### src/design/nsc_pkg.sv
// nsc_pkg: shared types and constants of the nal start code splitter
// holds the input and result item payload structs and the stream constants
// no dependencies
package nsc_pkg;

  localparam int unsigned ByteW = 8;
  localparam int unsigned TypeW = 5;
  localparam int unsigned DelayDepth = 4;

  // low five bits of the header byte carry the unit type
  localparam logic [ByteW-1:0] TypeMask = 8'h1f;
  localparam logic [TypeW-1:0] SpsType = 5'd7;

  // start code is 00 00 00 01
  localparam logic [ByteW-1:0] ScZero = 8'h00;
  localparam logic [ByteW-1:0] ScOne = 8'h01;

  // payload of one input item
  typedef struct packed {
    logic [ByteW-1:0] data_byte;
    logic             chunk_end;
  } nsc_in_t;

  // payload of one result item
  typedef struct packed {
    logic [ByteW-1:0] out_byte;
    logic [TypeW-1:0] unit_type;
    logic             unit_last;
  } nsc_out_t;

endpackage

### src/design/nsc_if.sv
// nsc_if: valid/ready stream interfaces for the input and result channels
// depends on nsc_pkg for the payload structs

// input byte channel
interface nsc_in_if;
  logic             valid;
  logic             ready;
  nsc_pkg::nsc_in_t data;

  modport source (output valid, output data, input ready);
  modport sink (input valid, input data, output ready);
endinterface

// result byte channel
interface nsc_out_if;
  logic              valid;
  logic              ready;
  nsc_pkg::nsc_out_t data;

  modport source (output valid, output data, input ready);
  modport sink (input valid, input data, output ready);
endinterface

### src/design/nal_start_code_splitter.sv
// nal_start_code_splitter: splits an annex b byte stream into nal units
// depends on nsc_pkg and the stream interfaces in nsc_if
//
//   port     role    payload                            dir
//   in_i     sink    data_byte[7:0], chunk_end          in
//   out_o    source  out_byte[7:0], unit_type[4:0],     out
//                    unit_last
//
// one input item per cycle while in_i is not stalled; its result, if any, shows on out_o
// in the cycle after acceptance, from a single result register
// the four-byte delay line and unit state update at the accepting edge
// in_i stalls only while the result register is full and out_o is stalled
// rst_ni clears the delay line, unit state and result valid at once
module nal_start_code_splitter (
  input  logic              clk_i,
  input  logic              rst_ni,
  nsc_in_if.sink            in_i,
  nsc_out_if.source         out_o
);
  import nsc_pkg::*;

  logic [ByteW-1:0] dly_q [DelayDepth];
  logic [ByteW-1:0] dly_d [DelayDepth];
  logic [DelayDepth-1:0] vld_q, vld_d;
  logic             in_unit_q, in_unit_d;
  logic             hdr_pending_q, hdr_pending_d;
  logic [TypeW-1:0] type_q, type_d;
  logic             pass_q, pass_d;
  logic             sps_q, sps_d;
  logic             out_valid_q, out_valid_d;
  nsc_out_t         out_q;

  logic             acc;
  logic             start;
  logic             hdr_take;
  logic             emit;
  logic [ByteW-1:0] b;
  logic [TypeW-1:0] hdr_type;

  // handshake: free result register or one being emptied
  assign in_i.ready = !out_valid_q || out_o.ready;
  assign acc        = in_i.valid && in_i.ready;
  assign b          = in_i.data.data_byte;
  assign hdr_type   = TypeW'(b & TypeMask);

  // start code fills the window after the shift
  assign start = (dly_q[1] == ScZero) && (dly_q[2] == ScZero) &&
                 (dly_q[3] == ScZero) && (b == ScOne);
  assign hdr_take = !start && hdr_pending_q;

  // next unit state
  always_comb begin
    dly_d[0] = dly_q[1];
    dly_d[1] = dly_q[2];
    dly_d[2] = dly_q[3];
    dly_d[3] = b;
    vld_d    = start ? '1 : {in_unit_q, vld_q[DelayDepth-1:1]};
    in_unit_d     = in_unit_q || start;
    hdr_pending_d = start || (hdr_pending_q && !hdr_take);
    type_d = hdr_take ? hdr_type : type_q;
    sps_d  = sps_q || (hdr_take && (hdr_type == SpsType));
    pass_d = hdr_take ? sps_d : pass_q;
  end

  // the oldest byte leaves when valid and its unit is passed
  assign emit = vld_q[0] && pass_d;

  // delay line and unit state
  always_ff @(posedge clk_i or negedge rst_ni) begin
    if (!rst_ni) begin
      for (int i = 0; i < DelayDepth; i++) begin
        dly_q[i] <= '0;
      end
      vld_q         <= '0;
      in_unit_q     <= 1'b0;
      hdr_pending_q <= 1'b0;
      type_q        <= '0;
      pass_q        <= 1'b0;
      sps_q         <= 1'b0;
    end else if (acc) begin
      for (int i = 0; i < DelayDepth; i++) begin
        dly_q[i] <= dly_d[i];
      end
      vld_q         <= vld_d;
      in_unit_q     <= in_unit_d;
      hdr_pending_q <= hdr_pending_d;
      type_q        <= type_d;
      pass_q        <= pass_d;
      sps_q         <= sps_d;
    end
  end

  // result register valid
  always_comb begin
    out_valid_d = out_valid_q;
    if (acc) begin
      out_valid_d = emit;
    end else if (out_o.ready) begin
      out_valid_d = 1'b0;
    end
  end

  always_ff @(posedge clk_i or negedge rst_ni) begin
    if (!rst_ni) begin
      out_valid_q <= 1'b0;
    end else begin
      out_valid_q <= out_valid_d;
    end
  end

  // result payload
  always_ff @(posedge clk_i) begin
    if (acc && emit) begin
      out_q.out_byte  <= dly_q[0];
      out_q.unit_type <= type_d;
      out_q.unit_last <= start;
    end
  end

  assign out_o.valid = out_valid_q;
  assign out_o.data  = out_q;

`ifndef SYNTHESIS
  // a start code always leaves a header byte pending
  a_start_hdr: assert property (@(posedge clk_i) disable iff (!rst_ni)
    (acc && start) |=> (hdr_pending_q && in_unit_q))
    else $error("start code did not arm header capture");

  // header capture only inside a unit
  a_hdr_in_unit: assert property (@(posedge clk_i) disable iff (!rst_ni)
    hdr_pending_q |-> in_unit_q)
    else $error("header pending outside a unit");

  // sps flag is sticky
  a_sps_sticky: assert property (@(posedge clk_i) disable iff (!rst_ni)
    !$fell(sps_q))
    else $error("sps flag cleared");

  // an emitted item belongs to a passed unit
  a_emit_pass: assert property (@(posedge clk_i) disable iff (!rst_ni)
    (acc && emit) |=> (out_valid_q && pass_q && sps_q))
    else $error("item emitted from a dropped unit");
`endif

endmodule

### src/flat_wrapper.sv
// flat-port wrapper written by rule: the top's interface ports become plain ports
module nal_start_code_splitter_flat import nsc_pkg::*;
  (clk_i, rst_ni, in_i_valid, in_i_data, in_i_ready, out_o_valid, out_o_data, out_o_ready);
  nsc_in_if in_i_i ();
  nsc_out_if out_o_i ();
  input  logic clk_i;
  input  logic rst_ni;
  input wire logic [$bits(in_i_i.valid)-1:0] in_i_valid;
  input wire logic [$bits(in_i_i.data)-1:0] in_i_data;
  output wire logic [$bits(in_i_i.ready)-1:0] in_i_ready;
  output wire logic [$bits(out_o_i.valid)-1:0] out_o_valid;
  output wire logic [$bits(out_o_i.data)-1:0] out_o_data;
  input wire logic [$bits(out_o_i.ready)-1:0] out_o_ready;
  assign in_i_i.valid = in_i_valid;
  assign in_i_i.data = in_i_data;
  assign in_i_ready = in_i_i.ready;
  assign out_o_valid = out_o_i.valid;
  assign out_o_data = out_o_i.data;
  assign out_o_i.ready = out_o_ready;
  nal_start_code_splitter u_core (.clk_i(clk_i), .rst_ni(rst_ni), .in_i(in_i_i), .out_o(out_o_i));
endmodule
### config.mk
export PLATFORM = sky130hd
export DESIGN_NAME = nal_start_code_splitter_flat
export DESIGN_NICKNAME = d
export VERILOG_FILES = /design/src/design/nsc_pkg.sv /design/src/design/nsc_if.sv /design/src/design/nal_start_code_splitter.sv /design/src/flat_wrapper.sv
export SDC_FILE = /design/constraint.sdc
export NUM_CORES = 1
export LEC_CHECK = 0
export BUFFER_PORTS_ARGS = -buffer_cell sky130_fd_sc_hd__buf_2
export CORE_MARGIN = 4
export CORE_UTILIZATION = 29
export DETAILED_ROUTE_END_ITERATION = 7
export PLACE_DENSITY = 0.53
export SLEW_MARGIN = 20
export SYNTH_ARGS = -nofsm -noshare
export SYNTH_HDL_FRONTEND = slang
export SYNTH_SLANG_ARGS = --single-unit
### constraint.sdc
create_clock -name clk_i -period 4.8 [get_ports clk_i]
set_clock_uncertainty 0.15 [all_clocks]
set_input_delay 0.48 -clock clk_i [delete_from_list [all_inputs] [get_ports clk_i]]
set_output_delay 0.48 -clock clk_i [all_outputs]
set_load 0.02 [all_outputs]
# --- After elaboration in Yosys (flattened, before gate mapping) ---
# Index checks and enable logic that the tools add are counted.
classes:
  n_lt_le_gt_ge: 0
  div_mod_pow: 0
  mul: 0
  bitwise: 0
  shifts: 0
  mux: 5
  addsub: 0
  eq_ne: 2
  reduce_logical: 20
ops:
  columns: ["op", "count"]
  rows:
  - ["logical NOT 8 bit", 3]
  - ["logical AND 1 bit", 9]
  - ["equality test 8 x 1 -> 1 bit (second input constant)", 1]
  - ["equality test 5 x 3 -> 1 bit (second input constant)", 1]
  - ["two-way mux 5 bit", 1]
  - ["logical OR 1 bit", 4]
  - ["two-way mux 4 bit", 1]
  - ["logical NOT 1 bit", 3]
  - ["two-way mux 1 bit", 3]
  - ["nonzero test 2 bit", 1]
word_totals:
  in_bits: 13
  wordCells: 41
  n_memories: 0
  mem_bits_ro: 0
  reg_bits: 60
  latch_bits: 0
  ram_bits: 0
  output_inout_bits: 16

# --- Longest topological paths before layout ---
depth:
  word_depth: 11
  ltp_mapped: 6
  depth_no_buf: 5

# --- Worst setup path before layout ---
# OpenSTA, ideal clock, no wires.
synth_timing:
  kind: "in2reg"
  startpoint: "in out_o_ready"
  endpoint: "reg u_core.out_q (netlist bit u_core.out_o.data[0]), enable pin"
  setup_slack_ns: 2.209
  n_path_buf: 1
  arrival_ns: 2.080
  setup_ns: 0.361
  path_stages: 6
  cell_sequence: "nand2b_1 and2_1 clkbuf_1 nand2_1 or3_2 nand2_1"
synth_between:
  elab_chain_len: 3
synth_rtl:
  columns: ["element", "line", "source"]
  rows:
  - ["start: declaration", "flat_wrapper.sv:13", "input wire logic [$bits(out_o_i.ready)-1:0] out_o_ready;"]
  - ["logical OR 1 bit", "nal_start_code_splitter.sv:41", "assign in_i.ready = !out_valid_q || out_o.ready;"]
  - ["logical AND 1 bit", "nal_start_code_splitter.sv:42", "assign acc = in_i.valid && in_i.ready;"]
  - ["logical AND 1 bit", "nal_start_code_splitter.sv:113", "if (acc && emit) begin"]
  - ["end: declaration", "nal_start_code_splitter.sv:31", "nsc_out_t out_q;"]
# Every way passes these cells.
# A chain may end at the register's enable or synchronous reset.

# --- Worst setup path in the final report ---
layout_timing:
  startpoint: "reg u_core.dly_q (netlist bit u_core.dly_d[31])"
  endpoint: "reg u_core.out_q (netlist bit u_core.out_o.data[7]), enable pin"
layout_between:
  elab_chain_len: 11
layout_rtl:
  columns: ["element", "line", "source"]
  rows:
  - ["start: declaration", "nal_start_code_splitter.sv:22", "logic [ByteW-1:0] dly_q [DelayDepth];"]
  - ["start signal: indexed assignment", "nal_start_code_splitter.sv:82", "dly_q[i] <= dly_d[i];"]
  - ["logical NOT 8 bit *", "nal_start_code_splitter.sv:47", "assign start = (dly_q[1] == ScZero) && (dly_q[2] == ScZero) &&"]
  - ["logical AND 1 bit * (2 in a row)", "nal_start_code_splitter.sv:47", null]
  - ["logical AND 1 bit *", "nal_start_code_splitter.sv:48", "(dly_q[3] == ScZero) && (b == ScOne);"]
  - ["logical NOT 1 bit *", "nal_start_code_splitter.sv:49", "assign hdr_take = !start && hdr_pending_q;"]
  - ["logical AND 1 bit *", "nal_start_code_splitter.sv:49", null]
  - ["logical AND 1 bit", "nal_start_code_splitter.sv:61", "sps_d = sps_q || (hdr_take && (hdr_type == SpsType));"]
  - ["logical OR 1 bit", "nal_start_code_splitter.sv:61", null]
  - ["two-way mux 1 bit *", "nal_start_code_splitter.sv:62", "pass_d = hdr_take ? sps_d : pass_q;"]
  - ["logical AND 1 bit *", "nal_start_code_splitter.sv:66", "assign emit = vld_q[0] && pass_d;"]
  - ["logical AND 1 bit *", "nal_start_code_splitter.sv:113", null]
# Mark *: on every way between the ends. The rest lies on a longest branch, timed or not.

==> results.md <==
- The synthesized design contains 14 enable-type register cells.
- The average vias per placed instance is 4.45.
- The unique cell type count in the Yosys netlist is 23.
- The cell count of the worst reg-to-reg path is 5.
- The number of warning messages in the yosys log is 0.
- The number of DRC violations after detailed routing is 0.
- Of all nets on the critical path, the largest fanout is 14.
- Dividing the synthesized area by the synthesized cell count gives 16.2 um^2.
- The total clock buffers created by CTS is 5.
- The synthesized area is 2190 um^2.
- The hold violation total from the final report is 0.
- After synthesis, the cell types taking the most area are sky130_fd_sc_hd__dfrtp_1, sky130_fd_sc_hd__edfxtp_1, sky130_fd_sc_hd__mux2_2, sky130_fd_sc_hd__mux2_4, sky130_fd_sc_hd__nor4_1.
- The type of element capturing the critical path is a flip-flop.
- The global-route wire length before repair is 6680 um.
- The pin count of the biggest net entering global routing is 43.
- The critical path goes through nor4_1, nand4_1, o31ai_4, nand4_1, nand2_1.
- The main combinational cell family by area after synthesis is multiplexers.
- The share of final-layout standard cells stronger than drive strength 1 is 0.494.
- Counting every instance in the synthesized netlist gives 135.
- The total global routing track utilization is 0.0977.
- The nature of the critical path startpoint is a flip-flop.
- Of the total synthesized cell area, the portion taken by AND, OR, NAND and NOR gates is 0.0732.
- The flow ran to the end, and the final reports show no timing, DRC or antenna violations.
- The count of buffers added on input and output ports is 27.
- Clock tree synthesis selected as its root buffer the cell sky130_fd_sc_hd__clkbuf_8.
- The boundary pin count is 29.
- The post-route clock period utilization is 0.603.
- The destination of the worst register-to-register timing path is u_core.out_o.data[7]$_DFFE_PP_.
- The via count of the first global-routing pass is 1280.
- After synthesis, the share of flip-flops with an asynchronous set or reset is 0.750.
- The maximum clock rate is 346 MHz.
- For this run, the share of the core covered by cells in the final layout is 0.351.
- The maximum root-to-sink buffer count is 2.
- The detailed-route wire length per cell is 14.7 um.
- The synthesized-area fraction occupied by ao, oa, aoi and oai cells came to 0.0217.
- The worst register-to-register path has a setup slack of 1.91 ns.
- The routed layout has 1179 vias.
- The share of Yosys cell area claimed by the top area cell type is 0.480.
- The initial cell density of the core is 0.300.
- The number of nets handed over by synthesis was 148.
- The cell type with the highest aggregate area in the netlist is sky130_fd_sc_hd__dfrtp_1.
- The final sum of negative setup slack is 0 ns.
- The most numerous cell type found on the critical path is sky130_fd_sc_hd__nand4_1.
- The actual transition at the worst max-transition pin is 0.939 ns.
- The area overhead of the layout relative to synthesis is 16.8%.
- In this run, synthesis produced a sequential element count of 56.
- Of the total synthesized cell area, the portion taken by XOR and XNOR cells is 0.
- The total area inside the core boundary comes to 7290 um^2.
- The reported leakage power is 1.10 nW.
- The initial antenna violation count is 0.
- The share of cell area taken by muxes after synthesis is 0.225.
- Setup repair after global routing left no endpoint under its margin.
- The startpoint of the most critical register-to-register path is u_core.dly_d[31]$_DFFE_PN0P_.
- The final number of max-transition violations is 0.
- The violation count after the first detailed-routing iteration is 47.
- VDD sags by at most 0.142 mV.
- The post-CTS setup buffer count is 0.
- The vertical die dimension is 94.9 um.
- The iteration count of the initial detailed-routing pass is 4.
- From left edge to right edge, the die measures 94.9 um.
- The number of instances resized during post-cts repair is 0.
- The critical path data arrival time is 2.68 ns.
- For this design, the sink count on the clock tree is 56.
- The global placer's final weighted congestion is 0.752.
- The sequential share of the synthesized area is 0.672.
- The overall routed net length is 3900 um.
- For this run, the slowest stage of the critical path takes 0.59 ns.
- Of the total synthesized cell area, the portion taken by full adders, half adders and majority gates is 0.
- Summed over all layers, the global routing overflow is 0.
- Max-cap violations in this run came to 0.
- The clock latency on the worst-skew pair is 0.30 ns.
- The number of hold buffers added after cts is 0.
- The TritonCTS clock tree is yes.
- The leading register cell type out of synthesis is sky130_fd_sc_hd__dfrtp_1.
- The path type of the worst setup path is reg2reg.
- Once detail routing completed, the nets flagged for antenna violations numbered 0.
- The ratio of total power to cell area is 380 nW/um^2.
- After layout, the minimum clock period comes to 2.89 ns.
- The number of antenna diodes in the final layout is 0.
- The detailed placement HPWL is 2740 um.
- The worst hold path class is in2async.
- Measured against its own limit, the worst slew margin works out to 0.373.
- The number of core rows is 31.
- At the worst endpoint, the required time is 4.59 ns.
- The slowest stage of the critical path is the sky130_fd_sc_hd__o31ai_4 cell.
- The clock edge transition at the registers on the reported setup and hold paths is 0.10 ns.
- Setup violations remaining at the end of the flow were counted as 0.
- The H-tree generated during clock tree synthesis spans 2 levels.
- The overall die area is 9000 um^2.
- For this run, the post-layout net count is 178.
==> metrics by stage <==
stage	hold WS, ns	setup slack (ns)	instance area [um^2]	total power (W)	instances
after floorplan	0.0344	2.21	2190	0.000624	135
after global placement	0.278	1.81	2430	0.000652	257
after detailed placement	0.280	1.78	2430	0.000658	257
after CTS	0.189	1.84	2560	0.000988	265
after global routing	0.236	1.64	2560	0.00102	265
final	0.169	1.91	2560	0.000972	265
==> per-layer routing <==
| metal | vias to the layer above | GRT usage | part of all wire | routed length [um] |
|---|---|---|---|---|
| met5 | - | 0 | 0 | 0 |
| met4 | 0 | 0.0469 | 0.019 | 74 |
| met3 | 7 | 0.0255 | 0.039 | 150 |
| met2 | 21 | 0.156 | 0.49 | 1900 |
| met1 | 599 | 0.123 | 0.45 | 1770 |
| li1 | 552 | - | - | - |
==> cell usage after synthesis, types with 2 or more instances <==
master                      n
sky130_fd_sc_hd__nand2_1    9
sky130_fd_sc_hd__mux2_2    37
sky130_fd_sc_hd__mux2_4     5
sky130_fd_sc_hd__dfrtp_1   42
sky130_fd_sc_hd__edfxtp_1  14
sky130_fd_sc_hd__nand4_1    2
sky130_fd_sc_hd__nor2_1     2
sky130_fd_sc_hd__nor4_1     6
sky130_fd_sc_hd__clkbuf_1   2
sky130_fd_sc_hd__buf_2      2
sky130_fd_sc_hd__nand3_1    2
==> cells by family (layout without fill, tap and decap cells) <==
kind of cell,count (synthesis),after routing
buf+inv,4,35
simple gates,29,29
compound gates,4,4
flops,56,56
mux,42,42
==> critical path: cells and delay by family, from the launching register on <==
family	cells	cell delay, ns
compound gates	1	0.59
simple gates	4	1.38
flops	1	0.41
==> layout make-up <==
class / count / area (um^2)
fill: 720 / 4740
sequential: 56 / 1470
multi-input combinational: 75 / 699
timing repair buffer: 27 / 135
tap: 99 / 124
clock buffer: 7 / 96.3
clock inverter: 1 / 30.0
==> sequential cells by signal, indices dropped and copies added (netlist names), 5 cells and up <==
register and count:
u_core.dly_d 24, u_core.out_o.data 14, u_core.dly_q 8, u_core.type_q 5
==> power breakdown <==
group | internal [W] | total (W) | switching [W]
combinational | 0.0000446 | 0.0000757 | 0.0000311
clock | 0.000184 | 0.000326 | 0.000142
sequential | 0.000538 | 0.000571 | 0.0000327
total | 0.000767 | 0.000972 | 0.000206
==> worst max path at each step <==
| stage | endpoint | start | slack, ns |
|---|---|---|---|
| floorplan | u_core.out_o.data[0]$_DFFE_PP_ | out_o_ready | 2.21 |
| detailed placement | u_core.out_o.data[12]$_DFFE_PP_ | out_o_ready | 1.78 |
| finish | u_core.out_o.data[7]$_DFFE_PP_ | u_core.dly_d[31]$_DFFE_PN0P_ | 1.91 |
| global route | u_core.out_o.data[7]$_DFFE_PP_ | u_core.dly_d[31]$_DFFE_PN0P_ | 1.64 |
| CTS | u_core.out_o.data[7]$_DFFE_PP_ | u_core.dly_d[31]$_DFFE_PN0P_ | 1.84 |
| global placement | u_core.out_o.data[12]$_DFFE_PP_ | out_o_ready | 1.81 |
==> placed cells by master, fill, tap and decap left out, drive strengths merged, types with 2 or more instances in the layout <==
cell type and count:
nor4 6, nand2 9, clkbuf 7, a21o 2, nand3 2, nor2 3, nand4 2, dfrtp 42
mux2 42, edfxtp 14, buf 27
No activity file was read; power rests on OpenSTA's default activity.
